$ cat src/rtl/hrlp_pkg.sv
`timescale 1ns / 1ps

package hrlp_pkg;

  typedef logic [8:0] pos_t;

  localparam logic [7:0] COLON_CHAR = 8'h3A;
  localparam pos_t       DATA_START = 9'd4;
  localparam pos_t       MIN_BYTES  = 9'd5;
  localparam pos_t       POS_SAT    = 9'd261;

  typedef enum logic [1:0] {
    PH_WAIT_COLON = 2'd0,
    PH_DIGITS     = 2'd1,
    PH_TRAIL      = 2'd2
  } phase_t;

  typedef enum logic [2:0] {
    ST_OK           = 3'd0,
    ST_NO_COLON     = 3'd1,
    ST_BAD_CHAR     = 3'd2,
    ST_SHORT        = 3'd3,
    ST_LEN_MISMATCH = 3'd4,
    ST_ODD_DIGITS   = 3'd5
  } status_t;

  typedef enum logic {
    KIND_DATA    = 1'b0,
    KIND_SUMMARY = 1'b1
  } kind_t;

  typedef struct packed {
    kind_t       item_kind;
    logic [7:0]  payload_byte;
    logic [7:0]  payload_index;
    logic [7:0]  record_length;
    logic [15:0] load_address;
    logic [7:0]  record_kind;
    logic [7:0]  check_byte;
    logic        sum_ok;
    status_t     line_status;
  } rec_t;

  // Space, tab, CR or LF.
  function automatic logic is_blank(input logic [7:0] c);
    return (c == 8'h20) || (c == 8'h09) || (c == 8'h0D) || (c == 8'h0A);
  endfunction

  // Bit 4 set means not a hex digit.
  function automatic logic [4:0] hex_nibble(input logic [7:0] c);
    logic [7:0] d;
    d = 8'h00;
    if (c >= 8'h30 && c <= 8'h39) begin
      d = c - 8'h30;
      return {1'b0, d[3:0]};
    end else if (c >= 8'h41 && c <= 8'h46) begin
      d = c - 8'h37;
      return {1'b0, d[3:0]};
    end else if (c >= 8'h61 && c <= 8'h66) begin
      d = c - 8'h57;
      return {1'b0, d[3:0]};
    end
    return 5'h10;
  endfunction

endpackage

$ cat src/rtl/hrlp_char_if.sv
`timescale 1ns / 1ps

interface hrlp_char_if;
  logic       valid;
  logic       ready;
  logic [7:0] char_code;
  logic       end_of_line;

  modport source (output valid, output char_code, output end_of_line, input ready);
  modport sink (input valid, input char_code, input end_of_line, output ready);
endinterface

$ cat src/rtl/hrlp_rec_if.sv
`timescale 1ns / 1ps

interface hrlp_rec_if;
  logic        valid;
  logic        ready;
  logic        item_kind;
  logic [7:0]  payload_byte;
  logic [7:0]  payload_index;
  logic [7:0]  record_length;
  logic [15:0] load_address;
  logic [7:0]  record_kind;
  logic [7:0]  check_byte;
  logic        sum_ok;
  logic [2:0]  line_status;

  modport source (
    output valid, output item_kind, output payload_byte, output payload_index,
    output record_length, output load_address, output record_kind,
    output check_byte, output sum_ok, output line_status, input ready
  );
  modport sink (
    input valid, input item_kind, input payload_byte, input payload_index,
    input record_length, input load_address, input record_kind,
    input check_byte, input sum_ok, input line_status, output ready
  );
endinterface

$ cat src/rtl/hrlp_out_skid.sv
`timescale 1ns / 1ps

module hrlp_out_skid import hrlp_pkg::*; (
  input  logic        clk,
  input  logic        rst,
  input  logic        push,
  input  rec_t        push_rec,
  output logic        can_take,
  hrlp_rec_if.source  rec_out
);

  logic out_valid;
  rec_t out_rec;
  logic skid_valid;
  rec_t skid_rec;
  logic pop;

  assign pop      = out_valid && rec_out.ready;
  assign can_take = !skid_valid;

  always_ff @(posedge clk) begin
    if (rst) begin
      out_valid  <= 1'b0;
      skid_valid <= 1'b0;
    end else if (skid_valid) begin
      // drain the spare slot first
      if (pop) begin
        out_rec    <= skid_rec;
        skid_valid <= 1'b0;
      end
    end else if (push) begin
      if (!out_valid || pop) begin
        out_rec   <= push_rec;
        out_valid <= 1'b1;
      end else begin
        skid_rec   <= push_rec;
        skid_valid <= 1'b1;
      end
    end else if (pop) begin
      out_valid <= 1'b0;
    end
  end

  assign rec_out.valid         = out_valid;
  assign rec_out.item_kind     = out_rec.item_kind;
  assign rec_out.payload_byte  = out_rec.payload_byte;
  assign rec_out.payload_index = out_rec.payload_index;
  assign rec_out.record_length = out_rec.record_length;
  assign rec_out.load_address  = out_rec.load_address;
  assign rec_out.record_kind   = out_rec.record_kind;
  assign rec_out.check_byte    = out_rec.check_byte;
  assign rec_out.sum_ok        = out_rec.sum_ok;
  assign rec_out.line_status   = out_rec.line_status;

endmodule

$ cat src/rtl/hex_record_line_parser_core.sv
`timescale 1ns / 1ps

// Channel   Dir  Transaction payload
// --------  ---  ---------------------------------------------------------------
// char_in   in   char_code, end_of_line: one character or one line-end marker
// rec_out   out  item_kind, payload_byte, payload_index, record_length,
//                load_address, record_kind, check_byte, sum_ok, line_status
//
// One input transaction per clock cycle while ready; each is decoded in the cycle it is
// accepted and its result (if any) lands at that edge in the output register, or in the
// skid slot while the output register still holds a record that rec_out has not taken.
// The output side is two records deep (output register plus skid slot), so char_in.ready
// drops only when both hold a record that rec_out has not taken.
// rst is synchronous and active high; it returns the parser to "awaiting colon" and
// empties the output slots.

module hex_record_line_parser_core import hrlp_pkg::*; (
  input  logic       clk,
  input  logic       rst,
  hrlp_char_if.sink  char_in,
  hrlp_rec_if.source rec_out
);

  // Line parser state
  phase_t      line_phase,     line_phase_next;
  logic [3:0]  held_nibble,    held_nibble_next;
  logic        nibble_pending, nibble_pending_next;
  pos_t        byte_position,  byte_position_next;
  logic [7:0]  running_sum,    running_sum_next;
  logic [7:0]  count_seen,     count_seen_next;
  logic [15:0] address_seen,   address_seen_next;
  logic [7:0]  type_seen,      type_seen_next;
  logic [7:0]  last_byte_seen, last_byte_seen_next;
  status_t     error_seen,     error_seen_next;

  logic        in_fire;
  logic        take_ok;
  logic        res_valid;
  rec_t        res_rec;

  logic        blank;
  logic [4:0]  nib;
  logic [7:0]  byte_val;
  pos_t        data_pos;
  pos_t        data_end;
  status_t     eol_status;

  assign in_fire       = char_in.valid && char_in.ready;
  assign char_in.ready = take_ok;

  assign blank    = is_blank(char_in.char_code);
  assign nib      = hex_nibble(char_in.char_code);
  assign byte_val = {held_nibble, nib[3:0]};
  assign data_pos = byte_position - DATA_START;
  assign data_end = DATA_START + {1'b0, count_seen};

  // Status at line end: first recorded fault wins, then the structural checks.
  always_comb begin
    eol_status = error_seen;
    if (error_seen == ST_OK) begin
      if (line_phase == PH_WAIT_COLON) begin
        eol_status = ST_NO_COLON;
      end else if (nibble_pending) begin
        eol_status = ST_ODD_DIGITS;
      end else if (byte_position < MIN_BYTES) begin
        eol_status = ST_SHORT;
      end else if (byte_position != ({1'b0, count_seen} + MIN_BYTES)) begin
        eol_status = ST_LEN_MISMATCH;
      end
    end
  end

  always_ff @(posedge clk) begin
    if (rst) begin
      line_phase     <= PH_WAIT_COLON;
      held_nibble    <= 4'h0;
      nibble_pending <= 1'b0;
      byte_position  <= '0;
      running_sum    <= 8'h00;
      count_seen     <= 8'h00;
      address_seen   <= 16'h0000;
      type_seen      <= 8'h00;
      last_byte_seen <= 8'h00;
      error_seen     <= ST_OK;
    end else begin
      line_phase     <= line_phase_next;
      held_nibble    <= held_nibble_next;
      nibble_pending <= nibble_pending_next;
      byte_position  <= byte_position_next;
      running_sum    <= running_sum_next;
      count_seen     <= count_seen_next;
      address_seen   <= address_seen_next;
      type_seen      <= type_seen_next;
      last_byte_seen <= last_byte_seen_next;
      error_seen     <= error_seen_next;
    end
  end

  always_comb begin
    line_phase_next     = line_phase;
    held_nibble_next    = held_nibble;
    nibble_pending_next = nibble_pending;
    byte_position_next  = byte_position;
    running_sum_next    = running_sum;
    count_seen_next     = count_seen;
    address_seen_next   = address_seen;
    type_seen_next      = type_seen;
    last_byte_seen_next = last_byte_seen;
    error_seen_next     = error_seen;
    res_valid           = 1'b0;
    res_rec             = '0;

    if (in_fire) begin
      if (char_in.end_of_line) begin
        // Close the line: emit the summary and start over.
        res_valid             = 1'b1;
        res_rec.item_kind     = KIND_SUMMARY;
        res_rec.record_length = count_seen;
        res_rec.load_address  = address_seen;
        res_rec.record_kind   = type_seen;
        res_rec.check_byte    = last_byte_seen;
        res_rec.sum_ok        = (eol_status == ST_OK) && (running_sum == 8'h00);
        res_rec.line_status   = eol_status;
        line_phase_next       = PH_WAIT_COLON;
        held_nibble_next      = 4'h0;
        nibble_pending_next   = 1'b0;
        byte_position_next    = '0;
        running_sum_next      = 8'h00;
        count_seen_next       = 8'h00;
        address_seen_next     = 16'h0000;
        type_seen_next        = 8'h00;
        last_byte_seen_next   = 8'h00;
        error_seen_next       = ST_OK;
      end else if (error_seen == ST_OK) begin
        // After a fault, drop every character until the line end.
        unique case (line_phase)
          PH_WAIT_COLON: begin
            if (!blank) begin
              if (char_in.char_code == COLON_CHAR) begin
                line_phase_next = PH_DIGITS;
              end else begin
                error_seen_next = ST_NO_COLON;
              end
            end
          end
          PH_TRAIL: begin
            // Only whitespace may follow the trailing whitespace.
            if (!blank) begin
              error_seen_next = ST_BAD_CHAR;
            end
          end
          PH_DIGITS: begin
            if (blank) begin
              line_phase_next = PH_TRAIL;
            end else if (nib[4]) begin
              error_seen_next = ST_BAD_CHAR;
            end else if (!nibble_pending) begin
              held_nibble_next    = nib[3:0];
              nibble_pending_next = 1'b1;
            end else begin
              // Second digit of the pair: the byte is complete.
              held_nibble_next    = 4'h0;
              nibble_pending_next = 1'b0;
              running_sum_next    = running_sum + byte_val;
              last_byte_seen_next = byte_val;
              if (byte_position == 9'd0) begin
                count_seen_next = byte_val;
              end else if (byte_position == 9'd1) begin
                address_seen_next = {byte_val, address_seen[7:0]};
              end else if (byte_position == 9'd2) begin
                address_seen_next = {address_seen[15:8], byte_val};
              end else if (byte_position == 9'd3) begin
                type_seen_next = byte_val;
              end
              if (byte_position < POS_SAT) begin
                byte_position_next = byte_position + 9'd1;
              end
              // Emit data bytes inside the counted payload only.
              if (byte_position >= DATA_START && byte_position < data_end) begin
                res_valid             = 1'b1;
                res_rec.item_kind     = KIND_DATA;
                res_rec.payload_byte  = byte_val;
                res_rec.payload_index = data_pos[7:0];
              end
            end
          end
          default: begin
            error_seen_next = error_seen;
          end
        endcase
      end
    end
  end

  hrlp_out_skid u_out_skid (
    .clk      (clk),
    .rst      (rst),
    .push     (res_valid),
    .push_rec (res_rec),
    .can_take (take_ok),
    .rec_out  (rec_out)
  );

endmodule

$ cat src/flat_wrapper.sv
// flat-port wrapper written by rule: the top's interface ports become plain ports
module hex_record_line_parser_core_flat import hrlp_pkg::*;
  (clk, rst, char_in_valid, char_in_char_code, char_in_end_of_line, char_in_ready, rec_out_valid, rec_out_item_kind, rec_out_payload_byte, rec_out_payload_index, rec_out_record_length, rec_out_load_address, rec_out_record_kind, rec_out_check_byte, rec_out_sum_ok, rec_out_line_status, rec_out_ready);
  hrlp_char_if char_in_i ();
  hrlp_rec_if rec_out_i ();
  input  logic clk;
  input  logic rst;
  input wire logic [$bits(char_in_i.valid)-1:0] char_in_valid;
  input wire logic [$bits(char_in_i.char_code)-1:0] char_in_char_code;
  input wire logic [$bits(char_in_i.end_of_line)-1:0] char_in_end_of_line;
  output wire logic [$bits(char_in_i.ready)-1:0] char_in_ready;
  output wire logic [$bits(rec_out_i.valid)-1:0] rec_out_valid;
  output wire logic [$bits(rec_out_i.item_kind)-1:0] rec_out_item_kind;
  output wire logic [$bits(rec_out_i.payload_byte)-1:0] rec_out_payload_byte;
  output wire logic [$bits(rec_out_i.payload_index)-1:0] rec_out_payload_index;
  output wire logic [$bits(rec_out_i.record_length)-1:0] rec_out_record_length;
  output wire logic [$bits(rec_out_i.load_address)-1:0] rec_out_load_address;
  output wire logic [$bits(rec_out_i.record_kind)-1:0] rec_out_record_kind;
  output wire logic [$bits(rec_out_i.check_byte)-1:0] rec_out_check_byte;
  output wire logic [$bits(rec_out_i.sum_ok)-1:0] rec_out_sum_ok;
  output wire logic [$bits(rec_out_i.line_status)-1:0] rec_out_line_status;
  input wire logic [$bits(rec_out_i.ready)-1:0] rec_out_ready;
  assign char_in_i.valid = char_in_valid;
  assign char_in_i.char_code = char_in_char_code;
  assign char_in_i.end_of_line = char_in_end_of_line;
  assign char_in_ready = char_in_i.ready;
  assign rec_out_valid = rec_out_i.valid;
  assign rec_out_item_kind = rec_out_i.item_kind;
  assign rec_out_payload_byte = rec_out_i.payload_byte;
  assign rec_out_payload_index = rec_out_i.payload_index;
  assign rec_out_record_length = rec_out_i.record_length;
  assign rec_out_load_address = rec_out_i.load_address;
  assign rec_out_record_kind = rec_out_i.record_kind;
  assign rec_out_check_byte = rec_out_i.check_byte;
  assign rec_out_sum_ok = rec_out_i.sum_ok;
  assign rec_out_line_status = rec_out_i.line_status;
  assign rec_out_i.ready = rec_out_ready;
  hex_record_line_parser_core u_core (.clk(clk), .rst(rst), .char_in(char_in_i), .rec_out(rec_out_i));
endmodule
$ cat config.mk
export PLATFORM = sky130hd
export DESIGN_NAME = hex_record_line_parser_core_flat
export DESIGN_NICKNAME = d
export VERILOG_FILES = /design/src/rtl/hrlp_pkg.sv /design/src/rtl/hrlp_char_if.sv /design/src/rtl/hrlp_rec_if.sv /design/src/rtl/hrlp_out_skid.sv /design/src/rtl/hex_record_line_parser_core.sv /design/src/flat_wrapper.sv
export SDC_FILE = /design/constraint.sdc
export NUM_CORES = 1
export LEC_CHECK = 0
export BUFFER_PORTS_ARGS = -buffer_cell sky130_fd_sc_hd__buf_4
export CAP_MARGIN = 0
export CELL_PAD_IN_SITES_DETAIL_PLACEMENT = 1
export CELL_PAD_IN_SITES_GLOBAL_PLACEMENT = 2
export CORE_ASPECT_RATIO = 1.4
export CORE_UTILIZATION = 30
export CTS_BUF_LIST = sky130_fd_sc_hd__clkbuf_2 sky130_fd_sc_hd__clkbuf_4 sky130_fd_sc_hd__clkbuf_8
export DETAILED_ROUTE_END_ITERATION = 8
export GPL_TIMING_DRIVEN = 0
export PLACE_DENSITY = 0.66
export SYNTH_ARGS = -nofsm -noshare
export SYNTH_HDL_FRONTEND = slang
export SYNTH_SLANG_ARGS = --single-unit
$ cat constraint.sdc
create_clock -name clk -period 20.1 [get_ports clk]
set_input_delay 0 -clock clk [delete_from_list [all_inputs] [get_ports clk]]
set_output_delay 0 -clock clk [all_outputs]
set_load 0.1 [all_outputs]
==> metrics.csv, run 1 <==
metric;value;unit
fmax;0.2414;GHz
FF-to-FF End;u_core.u_out_skid.rec_out.record_kind[5]$_DFFE_PP_;
final estimated routing congestion in global placement;0.7683;
gate count after technology mapping;770;
share of synthesized flip-flops with an asynchronous set or reset;0;
count of max-cap constraint violations;0;
final hold violation count;0;
top_reg_cell synth;edfxtp_1;
clock share of power;0.339;
highest-count cells in the layout ignoring fill and taps;edfxtp_1 (122), buf_4 (74), dfxtp_1 (68);
ratio of cells with drive above 1 in the final layout;0.1497;
worst endpoint data arrival time;4.31;ns
number of distinct library cell variants in the gate-level netlist after synthesis;61;
routed vias/inst;4.896;
most used cell, CP;buf_8;
synthesis-stage register bit count;190;
Pins Over Slew Limit;0;
number of enable-type register cells in the synthesized netlist;122;
final setup violation count;0;
Critical path origin;u_core.count_seen[4]$_SDFFE_PP0P_;
largest clock skew in the final design;0.01964;ns
Worst VDD drop;0.00003667;V
transition time at the pin with the least slew margin;1.062;ns
Hold Path Cell Cnt;3;
number of buffers between clock root and the deepest sink;2;
initial antenna violation count;0;
Cell Area, Synth;8667;um^2
nature of the critical path endpoint;flip-flop;
root cell of the clock tree;clkbuf_8;
CP max FO;19;
layout overhead on the synthesized area;17.53;%
drt first pass iters;4;
floorplan die width;145.7;um
maximum number of pins on one net before global-route repair;27;
worst relative slew slack;0.2819;
power share of the sequential group;0.573;
fraction of the core area covered by cells at the end of the flow;0.3586;
DIE AREA;29580;um^2
CP delay by family, top;compound AO/OA/AOI/OAI gates;
worst path cell trace;clkbuf_1, and2_1, nand4_1, xor2_1, ha_1, a21o_1, a211oi_1, o31a_1, o21ai_0, o21a_1, a221oi_4, buf_8, buf_8;
H-tree Lvls;4;
fraction of power spent switching nets;0.2677;
area of all placed cells without fillers;10190;um^2
unrepaired setup endpoints after global routing;no;
remaining antenna violation count;0;
Sink Count;190;
Critical-path top delay cell;a221oi_4;
number of nets in the synthesized netlist;818;
global-route wire length before repair;37100;um
setup slack of the worst register-to-register path;15.96;ns
Die H;203.1;um
Post-DP HPWL;17420;um
maximum cell stage delay along the critical path;0.66;ns
outcome;finished, final reports clean;
share of the yosys chip area belonging to registers;0.5798;
class of the tightest hold or removal check;input pin to flip-flop;
reg2reg start;u_core.count_seen[4]$_SDFFE_PP0P_;
P per Cell Area;71.76;nW/um^2
number of antenna diodes;0;
IO buf count;74;
number of global-route vias before repair;6347;
drt total wl;23530;um
nature of the critical path startpoint;flip-flop;
buffers and inverters on the worst path;3;
post-route DRC violation count;0;
clock slew at reported path FFs;0.10;ns
clock period minus final worst setup slack;4.142;ns
worst-skew pair later-pin latency;0.48;ns
cts bufs inserted;17;
leftover overflow at the end of global routing;0;
starting DRC count in detailed routing;266;
Cell Rows;73;
WS Path Type;flip-flop to flip-flop;
source of the worst hold timing path;char_in_char_code[0];
area of the core region;28410;um^2
CTS tree;yes;
initial core utilization;0.3051;
Routed WL per cell;18.72;um
Post-Place Cell Area;9802;um^2
Final #Nets;917;
Switch Pwr;195.7;uW
total internal power;535.3;uW
depth of the worst register-to-register path;13;
Post-CTS Resized;0;
num ports;76;
placed instance count;1224;
final period utilization;0.2061;
most common library cell in the layout ignoring fill and taps;edfxtp_1;
yosys synthesis warning count;0;
end point of the worst hold path;u_core.u_out_skid.skid_rec[52]$_DFFE_PP_;
average instance area after synthesis;11.26;um^2
vias after detailed routing;6154;
setup total negative slack;0;ns
post-route non-filler standard cell count;1257;
CP Data Required Time;20.27;ns
overall routing resource usage;0.1654;
combinational share of power;0.088;
static power due to leakage;0.004145;uW
[metrics by stage]
step | total power [uW] | hold slack [ns] | setup WS [ns]
CTS | 741.0 | 0.001918 | 15.87
global route | 757.5 | 0.05345 | 15.58
floorplan | 472.5 | 0.2259 | 12.67
detailed placement | 492.8 | 0.4117 | 15.90
finish | 730.9 | 0.03252 | 15.96
global placement | 492.2 | 0.4074 | 9.812
[state kept, by name (all words and copies together), names as in the netlist, 9 cells and up]
signal / cells
u_core.u_out_skid.rec_out.load_address: 16
u_core.u_out_skid.skid_rec: 61
u_core.address_seen: 16
u_core.byte_position: 9
[layout make-up]
class                   count  area [um^2]
repair buffers             80        650.6
well taps                 375        469.2
clock inverters            12        111.4
clock buffers              20        262.8
plain buffers              44        186.4
fillers                  3160        18220
flip-flops and latches    190         5025
inverters                  32        120.1
multi-input cells         504         3361
[layer usage]
metal,GRT usage,part of all wire
met4,0.05789,0.017
met3,0.02112,0.021
met2,0.2909,0.51
met5,0,0
met1,0.2078,0.45
[worst register-to-register path, stage by stage, from the launching register on]
cell	delay (ns)
dfxtp_1	0.31
clkbuf_1	0.35
and2_1	0.26
nand4_1	0.13
xor2_1	0.17
ha_1	0.31
a21o_1	0.18
a211oi_1	0.24
o31a_1	0.19
o21ai_0	0.21
o21a_1	0.34
a221oi_4	0.66
buf_8	0.26
buf_8	0.21
[cell usage after synthesis (3+ instances only)]
| cell type | n | area [um^2] |
|---|---|---|
| a21o_1 | 44 | 330.3 |
| a21oi_1 | 26 | 130.1 |
| a22o_1 | 24 | 210.2 |
| a31oi_1 | 3 | 18.77 |
| and3_1 | 42 | 262.8 |
| buf_2 | 5 | 25.02 |
| clkbuf_1 | 35 | 131.4 |
| dfxtp_1 | 68 | 1361 |
| edfxtp_1 | 122 | 3664 |
| ha_1 | 34 | 425.4 |
| inv_1 | 32 | 120.1 |
| nand2_1 | 49 | 183.9 |
| nand2b_1 | 9 | 56.30 |
| nand3_1 | 21 | 105.1 |
| nand3b_1 | 9 | 67.56 |
| nand4_1 | 5 | 31.28 |
| nor2_1 | 52 | 195.2 |
| nor2b_1 | 5 | 31.28 |
| nor3_1 | 30 | 150.1 |
| nor4_1 | 3 | 18.77 |
| o2111ai_1 | 6 | 52.55 |
| o211ai_1 | 3 | 22.52 |
| o21a_1 | 6 | 45.04 |
| o21ai_0 | 43 | 215.2 |
| o31ai_1 | 8 | 60.06 |
| or2_2 | 3 | 18.77 |
| or3_1 | 7 | 43.79 |
| or4_1 | 4 | 30.03 |
| xnor2_1 | 21 | 183.9 |
| xor2_1 | 11 | 96.34 |
[worst max path at each step]
stage                                                           to  slack, ns  cells after the start
2_1_floorplan    u_core.u_out_skid.rec_out.check_byte[0]$_DFFE_PP_      12.67                     11
3_3_place_gp   u_core.u_out_skid.rec_out.payload_byte[0]$_DFFE_PP_       9.81                     11
3_5_place_dp   u_core.u_out_skid.rec_out.payload_byte[2]$_DFFE_PP_      15.90                     13
4_1_cts         u_core.u_out_skid.rec_out.record_kind[5]$_DFFE_PP_      15.87                     13
5_1_grt         u_core.u_out_skid.rec_out.record_kind[7]$_DFFE_PP_      15.58                     13
6_report        u_core.u_out_skid.rec_out.record_kind[5]$_DFFE_PP_      15.96                     13
[power groups by stage]
stage | Combinational (uW) | Sequential (uW) | Clock, uW
finish | 64.4 | 419 | 248
global route | 68.7 | 419 | 269
CTS | 65.3 | 419 | 257
detailed placement | 65.0 | 428 | 0
global placement | 63.2 | 429 | 0
floorplan | 20.7 | 452 | 0
[timing repair]
| action | in CTS | in global routing |
|---|---|---|
| endpoints found under the hold margin | 2 | 0 |
| buffers inserted | 0 | 0 |
| hold buffers | 1 | 0 |
[logic make-up (layout without fill, tap and decap cells)]
logic type                 count (synthesis)  after routing  share of synthesized area
xor gates and xnor gates                  32             32                    0.03234
buffers and inverters                     76            188                    0.03537
adders and majority gates                 35             35                    0.05139
AOI/OAI and AO/OA                        180            180                     0.1426
and+or+nand+nor                          256            256                     0.1574
DFF                                      190            190                     0.5798
muxes                                      1              1                   0.001155
No activity file was read; power rests on OpenSTA's default activity.
==> run 2, diff against run 1 <==
--- a/config.mk
+++ b/config.mk
@@ -5,6 +5,7 @@
 export SDC_FILE = /design/constraint.sdc
 export NUM_CORES = 1
 export LEC_CHECK = 0
+export ABC_AREA = 1
 export BUFFER_PORTS_ARGS = -buffer_cell sky130_fd_sc_hd__buf_4
 export CAP_MARGIN = 0
 export CELL_PAD_IN_SITES_DETAIL_PLACEMENT = 1
@@ -14,7 +15,7 @@
 export CTS_BUF_LIST = sky130_fd_sc_hd__clkbuf_2 sky130_fd_sc_hd__clkbuf_4 sky130_fd_sc_hd__clkbuf_8
 export DETAILED_ROUTE_END_ITERATION = 8
 export GPL_TIMING_DRIVEN = 0
-export PLACE_DENSITY = 0.66
+export PLACE_DENSITY = 0.72
 export SYNTH_ARGS = -nofsm -noshare
 export SYNTH_HDL_FRONTEND = slang
 export SYNTH_SLANG_ARGS = --single-unit
==> constraint.sdc (replaced) <==
create_clock -name clk -period 3.8 [get_ports clk]
set_input_delay 0 -clock clk [delete_from_list [all_inputs] [get_ports clk]]
set_output_delay 0 -clock clk [all_outputs]
set_load 0.1 [all_outputs]
==> run 2 against run 1 <==
- area after synthesis grew 5.8%
- combinational power grew to 7.9 times the previous value
- via count grew 16%
- critical path depth grew 2
- clock skew shrank 0.0081 ns
- clock power grew to 5.3 times the previous value
- flip-flop and latch count is the same
- first-iteration DRC count grew 15%
- clock-buffer cell count shrank 1
- critical path type unchanged
==> metrics.csv, run 2 <==
metric;value;unit;change
outcome;finished, final reports clean;;
Die H;208.8;um;+2.8%
most frequent cells after synthesis;nand2_1 (201), nor2_1 (156), edfxtp_1 (122);;
cts bufs inserted;17;;unchanged
Worst VDD drop;0.0002229;V;+510%
yosys synthesis warning count;0;;unchanged
FF-to-FF End;u_core.u_out_skid.skid_rec[9]$_DFFE_PP_;;
number of antenna diodes;0;;unchanged
worst setup path endpoint;u_core.u_out_skid.skid_rec[9]$_DFFE_PP_;;
number of distinct library cell variants in the gate-level netlist after synthesis;41;;-33%
global-route wire length before repair;41540;um;+12%
CTS tree;yes;;
final estimated routing congestion in global placement;0.8147;;+6.0%
largest clock skew in the final design;0.01155;ns;-0.008087 ns
fmax;0.3112;GHz;+29%
Post-Place Setup Slack;0.5781;ns;-15.32 ns
area of the core region;30030;um^2;+5.7%
power share of the sequential group;0.553;;-0.020
Final #Nets;1186;;+29%
clock slew at reported path FFs;0.09;ns;about the same
share of synthesized flip-flops with an asynchronous set or reset;0;;unchanged
count of max-cap constraint violations;0;;unchanged
setup slack of the worst register-to-register path;0.59;ns;-15.37 ns
Cell Area, Synth;9166;um^2;+5.8%
Post-CTS Resized;0;;unchanged
Switch Pwr;1172;uW;+500%
H-tree Lvls;4;;unchanged
clock share of power;0.323;;-0.016
unrepaired setup endpoints after global routing;no;;
total power of the final layout;4067;uW;+460%
Pins Over Slew Limit;0;;unchanged
CP Data Required Time;3.98;ns;-16.29 ns
IO buf count;73;;-1.4%
number of enable-type register cells in the synthesized netlist;122;;unchanged
nature of the critical path startpoint;flip-flop;;
final setup violation count;0;;unchanged
num ports;76;;unchanged
static power due to leakage;0.004100;uW;-1.1%
post-route non-filler standard cell count;1536;;+22%
number of buffers between clock root and the deepest sink;2;;unchanged
final hold violation count;0;;unchanged
worst endpoint data arrival time;3.40;ns;-0.91 ns
worst-skew pair later-pin latency;0.50;ns;+0.02 ns
floorplan die width;149.7;um;+2.8%
remaining antenna violation count;0;;unchanged
share of the synthesized area in the top cell type;0.3997;;-0.02302
Cell Rows;75;;+2.7%
register with the most flip-flops;u_core.u_out_skid.skid_rec;;
total internal power;2895;uW;+440%
starting DRC count in detailed routing;305;;+15%
P per Cell Area;381.1;nW/um^2;+430%
cell accounting for the most synthesized area;edfxtp_1;;
CP max FO;41;;+22
worst hold-check slack;0.04425;ns;+0.01173 ns
DIE AREA;31270;um^2;+5.7%
highest-count cells in the layout ignoring fill and taps;nand2_1 (201), nor2_1 (156), edfxtp_1 (122);;
class of the tightest hold or removal check;input pin to flip-flop;;
vias after detailed routing;7125;;+16%
most common library cell in the layout ignoring fill and taps;nand2_1;;
nature of the critical path endpoint;flip-flop;;
Critical path origin;u_core.count_seen[3]$_SDFFE_PP0P_;;
worst relative slew slack;0.4713;;+0.1893
average instance area after synthesis;8.814;um^2;-22%
most frequent cell after synthesis;nand2_1;;
fraction of the core area covered by cells at the end of the flow;0.3553;;-0.003254
drt first pass iters;4;;unchanged
share of the yosys chip area belonging to registers;0.5482;;-0.03158
Routed WL per cell;16.76;um;-10%
clock period minus final worst setup slack;3.213;ns;-0.9286 ns
post-route DRC violation count;0;;unchanged
gate count after technology mapping;1040;;+35%
fraction of power spent switching nets;0.2882;;+0.02048
ratio of cells with drive above 1 in the final layout;0.1329;;-0.01673
number of flip-flops under the largest register name;61;;unchanged
top_reg_cell synth;edfxtp_1;;
number of global-route vias before repair;7439;;+17%
initial core utilization;0.3052;;about the same
transition time at the pin with the least slew margin;0.7848;ns;-0.2773 ns
number of post-CTS setup repair buffers;0;;unchanged
number of nets in the synthesized netlist;1088;;+33%
placed instance count;1501;;+23%
WS Path Type;flip-flop to flip-flop;;
root cell of the clock tree;clkbuf_8;;
synthesis-stage register bit count;190;;unchanged
source of the worst hold timing path;char_in_char_code[0];;
maximum number of pins on one net before global-route repair;42;;+56%
final setup slack of the worst path;0.5867;ns;-15.37 ns
Sink Count;190;;unchanged
final period utilization;0.8456;;+0.6395
layout overhead on the synthesized area;16.41;%;
combinational share of power;0.124;;+0.036
initial antenna violation count;0;;unchanged
Post-DP HPWL;20380;um;+17%
largest cells by area after synthesis;edfxtp_1 (40%), dfxtp_1 (15%), nand2_1 (8.2%), nor2_1 (6.4%), o21ai_0 (5.0%);;
leftover overflow at the end of global routing;0;;unchanged
reg2reg start;u_core.count_seen[3]$_SDFFE_PP0P_;;
routed vias/inst;4.639;;-5.3%
overall routing resource usage;0.1767;;+0.01129
depth of the worst register-to-register path;15;;+2
drt total wl;25740;um;+9.4%
run 2: cell types whose count changed in the layout (fill, tap and decap cells not counted), sizes merged, moves of 19 or more:
cell	change
a21o	-43
a21oi	+24
a22o	-24
and3	-42
inv	+95
nand2	+164
nand3	+33
nor2	+109
nor3	-19
o21ai	+62
run 2: cells by family (layout without fill, tap and decap cells):
family	Yosys count	after routing	share of synthesized area
compound gates	165	165	0.09255
xor+xnor	22	22	0.02102
fa+ha+maj	35	35	0.04859
buf+inv	167	278	0.07398
flops	190	190	0.5482
simple gates	461	461	0.2157
run 2: stage by stage:
| step | setup TNS (ns) | area (um^2) |
|---|---|---|
| after detailed placement | 0 | 10270 |
| after floorplan | 0 | 9178 |
| final | 0 | 10670 |
| after CTS | 0 | 10670 |
| after global placement | -52.69 | 10210 |
| after global routing | 0 | 10670 |
run 2: worst min-delay path by stage:
| stage | slack (ns) | cells after the start | end |
|---|---|---|---|
| CTS | 0.01 | 4 | u_core.held_nibble[0]$_SDFFE_PP0P_ |
| floorplan | 0.19 | 3 | u_core.u_out_skid.skid_valid$_SDFF_PP0_ |
| detailed placement | 0.32 | 4 | u_core.u_out_skid.skid_valid$_SDFF_PP0_ |
| finish | 0.04 | 4 | u_core.held_nibble[0]$_SDFFE_PP0P_ |
| global placement | 0.33 | 4 | u_core.u_out_skid.skid_valid$_SDFF_PP0_ |
| global route | 0.06 | 4 | u_core.held_nibble[0]$_SDFFE_PP0P_ |
run 2: layout make-up:
type | instances | area (um^2)
multi-input cells | 683 | 3475
repair buffers | 79 | 638.1
clock buffers | 19 | 261.5
flip-flops and latches | 190 | 5025
well taps | 385 | 481.7
inverters | 127 | 479.2
plain buffers | 40 | 198.9
fillers | 3599 | 19360
clock inverters | 13 | 111.4
run 2: power by group through the flow:
stage	clock network [uW]	logic, uW	registers [uW]
3_5_place_dp	0	510	2300
3_3_place_gp	0	499	2300
5_1_grt	1430	551	2250
4_1_cts	1350	513	2250
2_1_floorplan	0	214	2430
6_report	1310	506	2250
run 2: repair_timing:
item	in CTS	in global routing
hold buffers	3	0
setup endpoints to repair	0	0
endpoints found under the hold margin	7	0
run 2: metal layers:
metal	vias up	GRT usage	wire, um
li1	3600	-	-
met1	3415	0.2176	11550
met2	88	0.3153	13340
met3	22	0.02380	484
met4	0	0.05399	370
met5	-	0	0
run 2: critical path: stages, from the launching register on:
cell	delay, ns
dfxtp_1	0.50
nand2_1	0.14
nor2_1	0.21
nand2_1	0.09
xor2_1	0.18
ha_1	0.22
nand2_1	0.08
nand3_1	0.07
nor4_1	0.19
nand2_1	0.09
nor2_1	0.13
nand2_1	0.07
nand2_1	0.07
nand2_1	0.09
inv_2	0.41
buf_12	0.32
==> run 3, diff against run 2 <==
==> constraint.sdc (replaced) <==
create_clock -name clk -period 2.93 [get_ports clk]
set_input_delay 0 -clock clk [delete_from_list [all_inputs] [get_ports clk]]
set_output_delay 0 -clock clk [all_outputs]
set_load 0.1 [all_outputs]
==> run 3 against run 2 <==
- setup slack got worse by 0.37 ns
- utilization increased by 0.41 points
- power increased by 28%
- routed wire length increased by 3.5%
- worst hold slack got worse by 0.028 ns
- first-iteration DRC count decreased by 0.66%
- via count increased by 1.7%
- combinational power increased by 33%
- cell count increased by 0.13%
- die area unchanged
- largest cell class unchanged
- highest routed layer unchanged
==> metrics.csv, run 3 (synthesis results as in run 2) <==
metric;value;unit;change
routed vias/inst;4.713;;+1.6%
fraction of power spent switching nets;0.2891;;+0.0009769
fmax;0.3691;GHz;+19%
clock slew at reported path FFs;0.10;ns;about the same
num ports;76;;unchanged
Worst VDD drop;0.0002378;V;+6.7%
IO buf count;73;;unchanged
final estimated routing congestion in global placement;0.7910;;-2.9%
layout overhead on the synthesized area;17.75;%;
fraction of the core area covered by cells at the end of the flow;0.3594;;+0.004084
setup slack of the worst register-to-register path;0.22;ns;-0.37 ns
power share of the sequential group;0.561;;+0.008
most common library cell in the layout ignoring fill and taps;nand2_1;;
worst relative slew slack;0.3912;;-0.08003
clock period minus final worst setup slack;2.709;ns;-0.5039 ns
CP max FO;14;;-66%
global-route wire length before repair;41320;um;-0.53%
clock share of power;0.310;;-0.013
final setup violation count;0;;unchanged
CP Data Required Time;3.14;ns;-0.84 ns
CTS tree;yes;;
number of buffers between clock root and the deepest sink;2;;unchanged
class of the tightest hold or removal check;input pin to flip-flop;;
Switch Pwr;1504;uW;+28%
Post-DP HPWL;20600;um;+1.1%
worst endpoint data arrival time;2.92;ns;-0.48 ns
H-tree Lvls;4;;unchanged
Routed WL per cell;17.33;um;+3.4%
Sink Count;190;;unchanged
total internal power;3697;uW;+28%
number of global-route vias before repair;7442;;+0.040%
remaining antenna violation count;0;;unchanged
Cell Rows;75;;unchanged
post-route DRC violation count;0;;unchanged
worst-skew pair later-pin latency;0.50;ns;about the same
final hold violation count;0;;unchanged
ratio of cells with drive above 1 in the final layout;0.1492;;+0.01625
combinational share of power;0.129;;+0.005
static power due to leakage;0.004116;uW;+0.40%
largest clock skew in the final design;0.01915;ns;+0.007596 ns
P per Cell Area;481.9;nW/um^2;+26%
setup total negative slack;0;ns;unchanged
initial antenna violation count;0;;unchanged
initial core utilization;0.3052;;unchanged
vias after detailed routing;7248;;+1.7%
nature of the critical path endpoint;flip-flop;;
Pins Over Slew Limit;0;;unchanged
WS Path Type;flip-flop to flip-flop;;
drt first pass iters;4;;unchanged
starting DRC count in detailed routing;303;;-0.66%
drt total wl;26650;um;+3.5%
cts bufs inserted;17;;unchanged
Final #Nets;1188;;+0.17%
highest-count cells in the layout ignoring fill and taps;nand2_1 (198), nor2_1 (153), edfxtp_1 (122);;
count of max-cap constraint violations;0;;unchanged
final setup slack of the worst path;0.2206;ns;-0.3661 ns
outcome;finished, final reports clean;;
area of the core region;30030;um^2;unchanged
final period utilization;0.9247;;+0.07910
transition time at the pin with the least slew margin;0.9036;ns;+0.1188 ns
maximum number of pins on one net before global-route repair;47;;+12%
number of flip-flops under the largest register name;61;;unchanged
Die H;208.8;um;unchanged
leftover overflow at the end of global routing;0;;unchanged
Post-Place Setup Slack;-0.09734;ns;-0.6754 ns
nature of the critical path startpoint;flip-flop;;
number of antenna diodes;0;;unchanged
overall routing resource usage;0.1769;;about the same
DIE AREA;31270;um^2;unchanged
root cell of the clock tree;clkbuf_8;;
unrepaired setup endpoints after global routing;no;;
floorplan die width;149.7;um;unchanged
register with the most flip-flops;u_core.u_out_skid.skid_rec;;
## run 3: routing by layer
layer  wire, um  up-vias  track usage
li1           -     3605            -
met1      11600     3513       0.2155
met2      13900      107       0.3169
met3        715       23      0.02380
met4        427        0      0.05712
met5          0        -            0
## run 3: power groups by stage
stage                     clock [uW]  sequential [uW]  combinational [uW]
final                           1610             2920                 671
after global routing            1760             2920                 726
after CTS                       1660             2920                 675
after detailed placement           0             2980                 666
after global placement             0             2980                 651
after floorplan                    0             3160                 279
## run 3: what timing repair did
action / in CTS / in global routing
endpoints found under the setup margin: 32 / 89
buffers inserted: 1 / 0
cloned: 1 / 2
hold endpoints to repair: 5 / 0
hold buffers: 2 / 0
pin swaps: 1 / 0
gates resized for setup: 0 / 8
## run 3: path summary, 6_finish.rpt
| kind | endpoint | depth (start not counted) | start |
|---|---|---|---|
| worst max-delay path | u_core.u_out_skid.rec_out.load_address[10]$_DFFE_PP_ | 16 | u_core.count_seen[6]$_SDFFE_PP0P_ |
| worst max register to register | u_core.u_out_skid.rec_out.load_address[10]$_DFFE_PP_ | 16 | u_core.count_seen[6]$_SDFFE_PP0P_ |
| worst min-delay path | u_core.byte_position[1]$_SDFFE_PP0P_ | 2 | rst |
| worst min register to register | u_core.address_seen[13]$_SDFFE_PP0P_ | 2 | u_core.address_seen[13]$_SDFFE_PP0P_ |
## run 3: final cells by class
class / count / area (um^2)
plain buffers: 40 / 200.2
clock buffers: 22 / 284.0
clock inverters: 10 / 66.31
fillers: 3549 / 19240
inverters: 127 / 485.5
multi-input cells: 683 / 3515
flip-flops and latches: 190 / 5042
well taps: 385 / 481.7
repair buffers: 81 / 718.2
## run 3: stage by stage
| step | std cells | hold slack, ns | instance area, um^2 | total power (uW) |
|---|---|---|---|---|
| 2_1_floorplan | 1040 | 0.1930 | 9226 | 3438 |
| 6_report | 1538 | 0.01664 | 10790 | 5201 |
| 3_5_place_dp | 1502 | 0.3260 | 10340 | 3646 |
| 5_1_grt | 1538 | 0.01186 | 10790 | 5407 |
| 4_1_cts | 1537 | 0.006847 | 10740 | 5248 |
| 3_3_place_gp | 1498 | 0.3229 | 10260 | 3629 |
## run 3: worst max-delay path, cell delays in order, from the launching register on
cell and delay, ns:
dfxtp_4 0.39, nand2_1 0.09, nor2_4 0.13, nand2_1 0.07, xor2_1 0.16, ha_2 0.18
nand2_1 0.09, nand3_1 0.08, nor4_1 0.17, nand2_1 0.09, nor2_2 0.11, nand2_1 0.06
nand2_1 0.09, nand2_2 0.10, a21oi_4 0.15, buf_12 0.14, bufbuf_16 0.29
